**src/design/irpwc_pkg.sv**
```systemverilog
// irpwc_pkg: shared types and constants for the ir pulse width capture block
// no dependencies; imported by every irpwc module and the top level
`default_nettype none

package irpwc_pkg;

  // edge store limit and the widths that follow from it
  localparam int unsigned MaxEdges  = 4096;
  localparam int unsigned EdgeCntW  = 13;
  localparam int unsigned EdgeIdxW  = 12;
  localparam int unsigned TickW     = 16;
  localparam int unsigned MinEdgesW = 12;
  localparam int unsigned CfgIdxW   = 2;
  localparam int unsigned CfgDataW  = 16;

  localparam logic [TickW-1:0]     TimeoutReset  = TickW'(60000);
  localparam logic [MinEdgesW-1:0] MinEdgesReset = MinEdgesW'(10);
  localparam logic [EdgeCntW-1:0]  MaxEdgesCnt   = EdgeCntW'(MaxEdges);
  localparam logic [TickW-1:0]     TickMax       = '1;

  typedef enum logic [CfgIdxW-1:0] {
    CFG_TIMEOUT   = 2'd0,
    CFG_MIN_EDGES = 2'd1
  } cfg_idx_e;

  typedef enum logic [1:0] {
    ST_RECORD   = 2'd0,
    ST_VALID    = 2'd1,
    ST_SHORT    = 2'd2,
    ST_OVERFLOW = 2'd3
  } status_e;

  typedef enum logic [2:0] {
    PH_IDLE    = 3'b001,
    PH_ARMED   = 3'b010,
    PH_CAPTURE = 3'b100
  } phase_e;

  typedef struct packed {
    logic ir_level;
    logic arm;
  } in_word_t;

  typedef struct packed {
    status_e               status;
    logic [TickW-1:0]      duration;
    logic [EdgeIdxW-1:0]   edge_index;
    logic [EdgeCntW-1:0]   edge_total;
  } out_word_t;

  typedef struct packed {
    logic [TickW-1:0]     timeout_ticks;
    logic [MinEdgesW-1:0] min_edges;
  } cfg_t;

endpackage

`default_nettype wire

```
**src/design/ir_pulse_width_capture.sv**
```systemverilog
// ir_pulse_width_capture: top level of the infrared remote learning capture block
// depends on irpwc_pkg, irpwc_cfg, irpwc_core, irpwc_out
//
// usage
//   input channel: one word per timer tick (ir_level, arm), taken when
//   in_valid_i is high and in_stall_o low. pulse arm while idle, then the
//   first low level starts a capture. each mark or space then comes out as a
//   duration record (status 0) with its index; a wait past timeout_ticks
//   gives an end record: valid, too short (edge count not above min_edges)
//   or overflow when the edge store limit is reached.
//   output channel: result words on out_valid_o / out_stall_i; ticks that
//   end no mark or space and no capture give no word.
//   config: cfg_valid_i with cfg_index_i (0 timeout, 1 min edges) and
//   cfg_data_i; always ready, write only while idle.
//   timing: one word per cycle while in_stall_o is low; a result appears in the
//   cycle after its tick, set by the single result register after the capture logic.
//   stall: while a result waits under out_stall_i, in_stall_o is raised;
//   the word taken in the same cycle frees the slot for a new tick.
//   reset: asynchronous, returns to idle with timeout 60000 and min edges 10.
`default_nettype none

module ir_pulse_width_capture (
  input  wire                            clk_i,
  input  wire                            rst_ni,
  input  wire                            in_valid_i,
  output logic                           in_stall_o,
  input  irpwc_pkg::in_word_t            in_data_i,
  output logic                           out_valid_o,
  input  wire                            out_stall_i,
  output irpwc_pkg::out_word_t           out_data_o,
  input  wire                            cfg_valid_i,
  output logic                           cfg_ready_o,
  input  wire [irpwc_pkg::CfgIdxW-1:0]   cfg_index_i,
  input  wire [irpwc_pkg::CfgDataW-1:0]  cfg_data_i
);
  import irpwc_pkg::*;

  cfg_t      cfg;
  logic      accept;
  logic      res_valid;
  out_word_t res;

  // register writes never wait
  assign cfg_ready_o = 1'b1;

  // tick word is taken whenever the result slot is free or draining
  assign accept = in_valid_i & ~in_stall_o;

  irpwc_cfg u_cfg (
    .clk_i       (clk_i),
    .rst_ni      (rst_ni),
    .cfg_valid_i (cfg_valid_i),
    .cfg_index_i (cfg_index_i),
    .cfg_data_i  (cfg_data_i),
    .cfg_o       (cfg)
  );

  irpwc_core u_core (
    .clk_i       (clk_i),
    .rst_ni      (rst_ni),
    .accept_i    (accept),
    .in_word_i   (in_data_i),
    .cfg_i       (cfg),
    .res_valid_o (res_valid),
    .res_o       (res)
  );

  irpwc_out u_out (
    .clk_i        (clk_i),
    .rst_ni       (rst_ni),
    .load_i       (accept & res_valid),
    .res_i        (res),
    .full_stall_o (in_stall_o),
    .out_valid_o  (out_valid_o),
    .out_stall_i  (out_stall_i),
    .out_data_o   (out_data_o)
  );

endmodule

`default_nettype wire

```
**src/design/irpwc_cfg.sv**
```systemverilog
// irpwc_cfg: configuration registers for timeout and minimum edge count
// depends on irpwc_pkg
`default_nettype none

module irpwc_cfg (
  input  wire                            clk_i,
  input  wire                            rst_ni,
  input  wire                            cfg_valid_i,
  input  wire [irpwc_pkg::CfgIdxW-1:0]   cfg_index_i,
  input  wire [irpwc_pkg::CfgDataW-1:0]  cfg_data_i,
  output irpwc_pkg::cfg_t                cfg_o
);
  import irpwc_pkg::*;

  cfg_t cfg_q;

  always_ff @(posedge clk_i or negedge rst_ni) begin
    if (!rst_ni) begin
      cfg_q.timeout_ticks <= TimeoutReset;
      cfg_q.min_edges     <= MinEdgesReset;
    end else if (cfg_valid_i) begin
      case (cfg_idx_e'(cfg_index_i))
        CFG_TIMEOUT:   cfg_q.timeout_ticks <= cfg_data_i[TickW-1:0];
        CFG_MIN_EDGES: cfg_q.min_edges     <= cfg_data_i[MinEdgesW-1:0];
        default: ;  // unmapped index, ignored
      endcase
    end
  end

  assign cfg_o = cfg_q;

endmodule

`default_nettype wire

```
**src/design/irpwc_core.sv**
```systemverilog
// irpwc_core: capture state machine, tick and edge counters, result forming
// depends on irpwc_pkg
`default_nettype none

module irpwc_core (
  input  wire                   clk_i,
  input  wire                   rst_ni,
  input  wire                   accept_i,
  input  irpwc_pkg::in_word_t   in_word_i,
  input  irpwc_pkg::cfg_t       cfg_i,
  output logic                  res_valid_o,
  output irpwc_pkg::out_word_t  res_o
);
  import irpwc_pkg::*;

  phase_e              phase_q, phase_d;
  logic [TickW-1:0]    tick_q, tick_d;
  logic [EdgeCntW-1:0] edges_q, edges_d;

  logic             awaited;
  logic [TickW-1:0] dur;

  // even index waits for high (end of mark), odd for low (end of space)
  assign awaited = ~edges_q[0];
  assign dur     = (tick_q == TickMax) ? TickMax : tick_q + TickW'(1);

  always_comb begin
    phase_d     = phase_q;
    tick_d      = tick_q;
    edges_d     = edges_q;
    res_valid_o = 1'b0;
    res_o       = '0;
    res_o.edge_total = edges_q;
    case (phase_q)
      PH_ARMED: begin
        if (!in_word_i.ir_level) begin
          phase_d = PH_CAPTURE;
          tick_d  = '0;
          edges_d = '0;
        end
      end
      PH_CAPTURE: begin
        res_o.edge_total = edges_q;
        if (in_word_i.ir_level == awaited) begin
          res_valid_o = 1'b1;
          if (edges_q >= MaxEdgesCnt) begin
            res_o.status = ST_OVERFLOW;
            phase_d      = PH_IDLE;
          end else begin
            res_o.status     = ST_RECORD;
            res_o.duration   = dur;
            res_o.edge_index = edges_q[EdgeIdxW-1:0];
            res_o.edge_total = '0;
            edges_d          = edges_q + EdgeCntW'(1);
            tick_d           = '0;
          end
        end else if (tick_q >= cfg_i.timeout_ticks) begin
          res_valid_o  = 1'b1;
          res_o.status = (edges_q > EdgeCntW'(cfg_i.min_edges)) ? ST_VALID : ST_SHORT;
          phase_d      = PH_IDLE;
        end else begin
          tick_d = tick_q + TickW'(1);
        end
      end
      default: begin
        // idle; arm tick does not look at the level
        phase_d = in_word_i.arm ? PH_ARMED : PH_IDLE;
      end
    endcase
  end

  always_ff @(posedge clk_i or negedge rst_ni) begin
    if (!rst_ni) begin
      phase_q <= PH_IDLE;
      tick_q  <= '0;
      edges_q <= '0;
    end else if (accept_i) begin
      phase_q <= phase_d;
      tick_q  <= tick_d;
      edges_q <= edges_d;
    end
  end

`ifndef SYNTHESIS
  // an end record always sends the block back to idle
  assert property (@(posedge clk_i) disable iff (!rst_ni)
    accept_i && res_valid_o && res_o.status != ST_RECORD |=> phase_q == PH_IDLE)
    else $error("irpwc_core: end record without return to idle");

  // a duration record is never zero and restarts the tick count
  assert property (@(posedge clk_i) disable iff (!rst_ni)
    accept_i && res_valid_o && res_o.status == ST_RECORD
      |-> res_o.duration != '0 ##1 tick_q == '0)
    else $error("irpwc_core: bad duration record");

  // edge counter never passes the store limit
  assert property (@(posedge clk_i) disable iff (!rst_ni)
    edges_q <= MaxEdgesCnt)
    else $error("irpwc_core: edge count beyond store limit");
`endif

endmodule

`default_nettype wire

```
**src/design/irpwc_out.sv**
```systemverilog
// irpwc_out: result register between the capture core and the output channel
// depends on irpwc_pkg
`default_nettype none

module irpwc_out (
  input  wire                   clk_i,
  input  wire                   rst_ni,
  input  wire                   load_i,
  input  irpwc_pkg::out_word_t  res_i,
  output logic                  full_stall_o,
  output logic                  out_valid_o,
  input  wire                   out_stall_i,
  output irpwc_pkg::out_word_t  out_data_o
);
  import irpwc_pkg::*;

  logic      valid_q, valid_d;
  out_word_t data_q;

  // the slot frees in the same cycle its word is taken
  assign full_stall_o = valid_q & out_stall_i;

  always_comb begin
    valid_d = valid_q;
    if (load_i) begin
      valid_d = 1'b1;
    end else if (!out_stall_i) begin
      valid_d = 1'b0;
    end
  end

  always_ff @(posedge clk_i or negedge rst_ni) begin
    if (!rst_ni) begin
      valid_q <= 1'b0;
    end else begin
      valid_q <= valid_d;
    end
  end

  always_ff @(posedge clk_i) begin
    if (load_i) begin
      data_q <= res_i;
    end
  end

  assign out_valid_o = valid_q;
  assign out_data_o  = data_q;

endmodule

`default_nettype wire
```
**config.mk**
```make
export PLATFORM = sky130hd
export DESIGN_NAME = ir_pulse_width_capture
export DESIGN_NICKNAME = d
export VERILOG_FILES = /design/src/design/irpwc_pkg.sv /design/src/design/ir_pulse_width_capture.sv /design/src/design/irpwc_cfg.sv /design/src/design/irpwc_core.sv /design/src/design/irpwc_out.sv
export SDC_FILE = /design/constraint.sdc
export NUM_CORES = 1
export LEC_CHECK = 0
export BUFFER_PORTS_ARGS = -buffer_cell sky130_fd_sc_hd__buf_4
export CAP_MARGIN = 0
export CORE_ASPECT_RATIO = 0.5
export CORE_MARGIN = 5
export CORE_UTILIZATION = 45
export CTS_CLUSTER_SIZE = 8
export DETAILED_ROUTE_END_ITERATION = 8
export GPL_TIMING_DRIVEN = 1
export PLACE_DENSITY_LB_ADDON = 0.08
export SYNTH_ARGS = -nofsm -noshare
export SYNTH_HDL_FRONTEND = slang
export SYNTH_SLANG_ARGS = --single-unit
```
**constraint.sdc**
```tcl
create_clock -name clk_i -period 11.7 [get_ports clk_i]
set_input_delay 1.755 -clock clk_i [delete_from_list [all_inputs] [get_ports clk_i]]
set_output_delay 1.755 -clock clk_i [all_outputs]
set_load 0.005 [all_outputs]
```
# Word-level counts from Yosys, hierarchy flattened
# Cells that the tools add are included.
word_totals:
  regBits: 104
  elab_cells: 71
  in_bits: 25
  out_inout_bits: 46
classes:
  eq_ne: 13
  mux: 28
  reduce_logical: 8
  add_sub_neg: 2
  order_cmp: 3
  bitwise_logic: 7
op_table:
  columns: ["operator", "count"]
  rows:
  - ["2-to-1 mux 16 bit", 5]
  - ["2-to-1 mux 13 bit", 6]
  - ["one-hot mux 16 bit (2 select lines)", 1]
  - ["one-hot mux 13 bit (2 select lines)", 1]
  - ["adder 16 x 1 -> 16 bit, second input constant", 1]
  - ["== test 16 bit, second input constant", 1]
  - ["greater-or-equal comparator 16 bit", 1]
  - ["adder 13 x 1 -> 13 bit, second input constant", 1]
  - ["greater-or-equal comparator 13 bit, second input constant", 1]
  - ["greater-than comparator 13 x 12 -> 1 bit", 1]
  - ["2-to-1 mux 3 bit", 4]
  - ["2-to-1 mux 2 bit", 5]
  - ["AND reduction 5 bit", 2]
  - ["inequality test 3 bit, second input constant", 2]
  - ["one-hot mux 3 bit (2 select lines)", 1]
  - ["2-to-1 mux 1 bit", 5]
  - ["inequality test 2 x 1 -> 1 bit, second input constant", 2]
  - ["inequality test 2 bit, second input constant", 2]
  - ["NOT 1 bit", 4]
  - ["AND reduction 2 bit", 2]
  - ["AND reduction 4 bit", 1]
  - ["bitwise AND 1 bit", 3]
  - ["== test 3 x 2 -> 1 bit, second input constant", 1]
  - ["== test 3 bit, second input constant", 1]
  - ["other kinds (7)", 7]

# Longest topological paths before layout
logic_depth:
  word_depth: 6
  ltp_mapped: 9
  depth_no_buf: 8

# Cells and area by module
# Synthesis repeated with hierarchy kept, for this count alone.
unflattened:
  cells_unflattened: 476
  area_unflattened_um2: 5524.0
modules_own_cells:
  columns: ["module", "seq_area_each_um2", "cells_each", "n_inst", "area_each_um2"]
  rows:
  - ["irpwc_core", 802.0, 366, 1, 3091.7]
  - ["irpwc_out", 1316.3, 46, 1, 1330.0]
  - ["irpwc_cfg", 711.9, 60, 1, 1076.0]
  - ["ir_pulse_width_capture", 0.0, 4, 1, 26.3]

# Least setup slack after synthesis
# No wires, ideal clock.
synth_path:
  path_kind: "in2reg"
  startpoint: "input in_data_i[1] (netlist bit)"
  endpoint: "register u_out.data_q (netlist bit u_out.out_data_o[0]) (enable)"
  path_buffers: 0
  required_ps: 11252
  setup_ps: 448
  t_arrival_ps: 4200
  cell_stages: 4
  setup_slack_ps: 7051
  path_cell_list: "nand2b_1 > and2_1 > a21oi_1 > nor2b_1"
synth_via:
  elab_chain_cells: 4
synth_lines:
  columns: ["element", "line_no", "text"]
  rows:
  - ["start, declared", "ir_pulse_width_capture.sv:27", "input irpwc_pkg::in_word_t in_data_i,"]
  - ["== test 1 bit", "irpwc_core.sv:44", "if (in_word_i.ir_level == awaited) begin"]
  - ["2-to-1 mux 1 bit", "irpwc_core.sv:44", null]
  - ["2-to-1 mux 1 bit", "irpwc_core.sv:34", "case (phase_q)"]
  - ["bitwise AND 1 bit", "ir_pulse_width_capture.sv:71", ".load_i (accept & res_valid),"]
  - ["named net u_out.load_i", "irpwc_out.sv:8", "input wire load_i,"]
  - ["end signal, assigned", "irpwc_out.sv:42", "data_q <= res_i;"]
  - ["end, declared", "irpwc_out.sv:18", "out_word_t data_q;"]
# The timed path passes the listed nets, and every way through them passes these cells.
# A chain may end at the register's enable or synchronous reset.

# Final worst setup path
layout_path:
  startpoint: "input out_stall_i"
  endpoint: "output in_stall_o"
layout_via:
  elab_chain_cells: 1
layout_lines:
  columns: ["element", "line_no", "text"]
  rows:
  - ["start, declared", "ir_pulse_width_capture.sv:29", "input wire out_stall_i,"]
  - ["bitwise AND 1 bit", "irpwc_out.sv:21", "assign full_stall_o = valid_q & out_stall_i;"]
  - ["end, declared", "ir_pulse_width_capture.sv:26", "output logic in_stall_o,"]
# Every way passes these cells.

==> flow_summary.ini <==
[synthesis]
ys.flop_type = dfrtp_1
synth-async-reset-ratio_pct = 58.65
synth.area.mux_share_pct = 3.132
syn-cell-area_um2 = 5313
yosysUniqueCellTypes = 60
synth-simple-area-share_pct = 14.96
synth-xor-area-share_pct = 1.649
ys_seq_elements = 104
netlist_instances = 496
syn_nets = 551
seq_area_frac_synth_pct = 53.27
synth_compound_area_share_pct = 15.31
synth_top_family_by_area = compound AO/OA/AOI/OAI gates
avgSynthCellArea_um2 = 10.71
synth-edff-count = 43
yosys_warnings = 0
synth_adder_area_share_pct = 7.065

[clock_network]
post-cts-setup-buffer-count = 0
cts_tree = built
cts-root-buf = clkbuf_16
htreeDepth = 3
cts_buffers = 9
clock_latency_ps = 350
cts_hold_buffers = 0
cts_max_path_buffers = 2
cts_num_sinks = 104
cts_resized = 0
path_clk_slew_ps = 70

[worst_setup_path]
r2r_slack_ps = 8250
cp.required_ps = 9950
crit_top_cell = buf_4
cp-end-kind = output pin
cp_max_fo = 2
critical-path-max-stage-delay_ps = 160
crit_family = buffers and inverters
ff2ff_path_depth = 7
critPathKind = in -> out
regToRegStartpoint = u_cfg.cfg_o[25]$_DFFE_PN1P_
crit_arrival_ps = 2160
crit_buf_inv = 2
worstSetupStartpointType = primary input
reg2reg_to = u_out.out_data_o[7]$_DFFE_PP_
path_cells = buf_4 -> and2_1 -> buf_4
slowest_stage = and2_1

[global_routing]
antenna_found_initial = 0
grt_pass1_vias = 3774
grtUsageTotal_pct = 16.80
grt_max_degree = 62
grt_first_pass_wirelength_mm = 18.83
grt_overflow = 0

[sta]
skew_ps = 14.03
relSlewSlack_pct = 21.54
setup_viol = 0
post-route-period-util_pct = 33.45
rsz0062_at_grt = false
worstMarginPinSlew_ps = 1174
finalHoldViolations = 0
slew_violations = 0
setup_tns_ps = 0
finalCriticalPeriod_ps = 3914
max_freq_mhz = 255.5

[route]
wire_per_inst_um = 15.41
ant_nets = 0
vias_per_cell = 5.307
dr_total_vias = 3858
drt_iter0_drc = 259
drt_pass1_iterations = 5
drt_wl_total_mm = 11.21
drc = 0

[pwr]
power_leakage_nw = 2.632
p_per_area_nw_per_um2 = 142.1
max-vdd-ir-drop_mv = 0.06637

[layout]
syn_to_final_growth_pct = 17.50
antenna_cells = 0
drive_above_1_share_pct = 22.06
layout_commonest_cell = buf_4
utilization_pct = 53.51
final_cell_mix = 71 x buf_4, 51 x dfrtp_1, 45 x nand2_1
nets = 612

[floorplanning]
initial_core_util_pct = 45.54
die-area_um2 = 14210
core_area_um2 = 11670
num_rows = 28
die_w_um = 163.7
ios = 71
die_y_um = 86.83

[run]
drv_cap = 0

[hold_path]
min_to = u_cfg.cfg_o[6]$_DFFE_PN0P_
hp-class = reg -> reg
worstHoldStart = u_cfg.cfg_o[6]$_DFFE_PN0P_
whs_path_depth = 1

[placed_design]
port_buffers = 69
gp_congestion = 0.8305
hpwl_mm = 7.931

[status]
outcome = complete, no violations
[Yosys cell counts (2+ instances only)]
cell type  count  area share [%]
and3_1         9             1.1
dfrtp_1       51              24
nor2b_1        2            0.24
a31oi_1        8            0.94
o211ai_1      13             1.8
inv_1         34             2.4
mux2_2        13             2.8
clkbuf_1      12            0.85
or3_1          2            0.24
mux2i_1        2            0.38
xor2_1         8             1.3
dfstp_2       10             4.9
nand2_1       45             3.2
or2_2          3            0.35
nor2_1        23             1.6
nand3_1       14             1.3
a21o_1         3            0.42
and2_1        27             3.2
xnor2_1        2            0.33
nand2b_1       5            0.59
o311ai_0       3            0.49
edfxtp_1      43              24
a211oi_1       8             1.1
nand4_1        5            0.59
o21ai_0       43             4.1
buf_6          2            0.42
nor3_1         8            0.75
ha_1          30             7.1
buf_4          5            0.71
o21bai_1       2            0.28
o31ai_1       11             1.6
nor2_4         2            0.42
a21oi_1       21             2.0
[cell families after synthesis]
family | Yosys count
flops | 104
fa+ha+maj | 30
compound gates | 127
simple gates | 154
xor+xnor | 10
other cells | 1
mux | 15
buf+inv | 55
[power breakdown]
group	switching [mW]	total [mW]	internal, mW
logic	0.0901	0.151	0.0605
clock network	0.130	0.298	0.167
registers	0.0228	0.439	0.416
[routing by layer]
metal  GRT usage (%)  routed length (µm)  vias up
li1                -                   -     1923
met1           24.30                5639     1817
met2           25.23                4784      110
met3           3.943                 662        8
met4           5.175                 119        0
met5               0                   0        -
[sequential cells by signal, indices dropped and copies added, names as in the netlist]
signal,flops
u_core.tick_q,16
u_core.phase_q,3
u_out.out_valid_o,1
u_out.out_data_o,43
u_core.edges_q,13
u_cfg.cfg_o,28
[worst register-to-register path, stage by stage (launching register included)]
cell and delay [ps]:
dfstp_2 520, inv_1 40, ha_1 290, nand4_1 130, or4_1 620, o21a_4 260
a21oi_1 210, nor2b_4 980
[worst max-delay path by stage]
stage / from / cells past startpoint / endpoint / slack (ps)
floorplan: in_data_i[1] / 4 / u_out.out_data_o[0]$_DFFE_PP_ / 7050
global placement: out_stall_i / 3 / in_stall_o / 7790
detailed placement: out_stall_i / 3 / in_stall_o / 7790
CTS: out_stall_i / 3 / in_stall_o / 7790
global route: out_stall_i / 3 / in_stall_o / 7760
finish: out_stall_i / 3 / in_stall_o / 7790
[through the flow]
step	setup slack [ps]	instances	area (µm²)	power, mW	hold slack (ps)
floorplan	7051	496	5313	0.5515	479.3
global placement	7793	711	5951	0.5945	488.7
detailed placement	7786	711	5951	0.5974	494.4
CTS	7786	727	6242	0.8981	509.7
global route	7761	727	6242	0.9381	528.1
finish	7786	727	6242	0.8871	507.4
[layout make-up]
| class | instances | area, µm² |
|---|---|---|
| clock inverters | 4 | 55.05 |
| clock buffers | 12 | 236.5 |
| well taps | 165 | 206.4 |
| flip-flops and latches | 104 | 2830 |
| multi-input cells | 337 | 2253 |
| repair buffers | 71 | 533.0 |
| inverters | 34 | 127.6 |
| fillers | 1039 | 5424 |
Power figures use the tool's default switching activity.
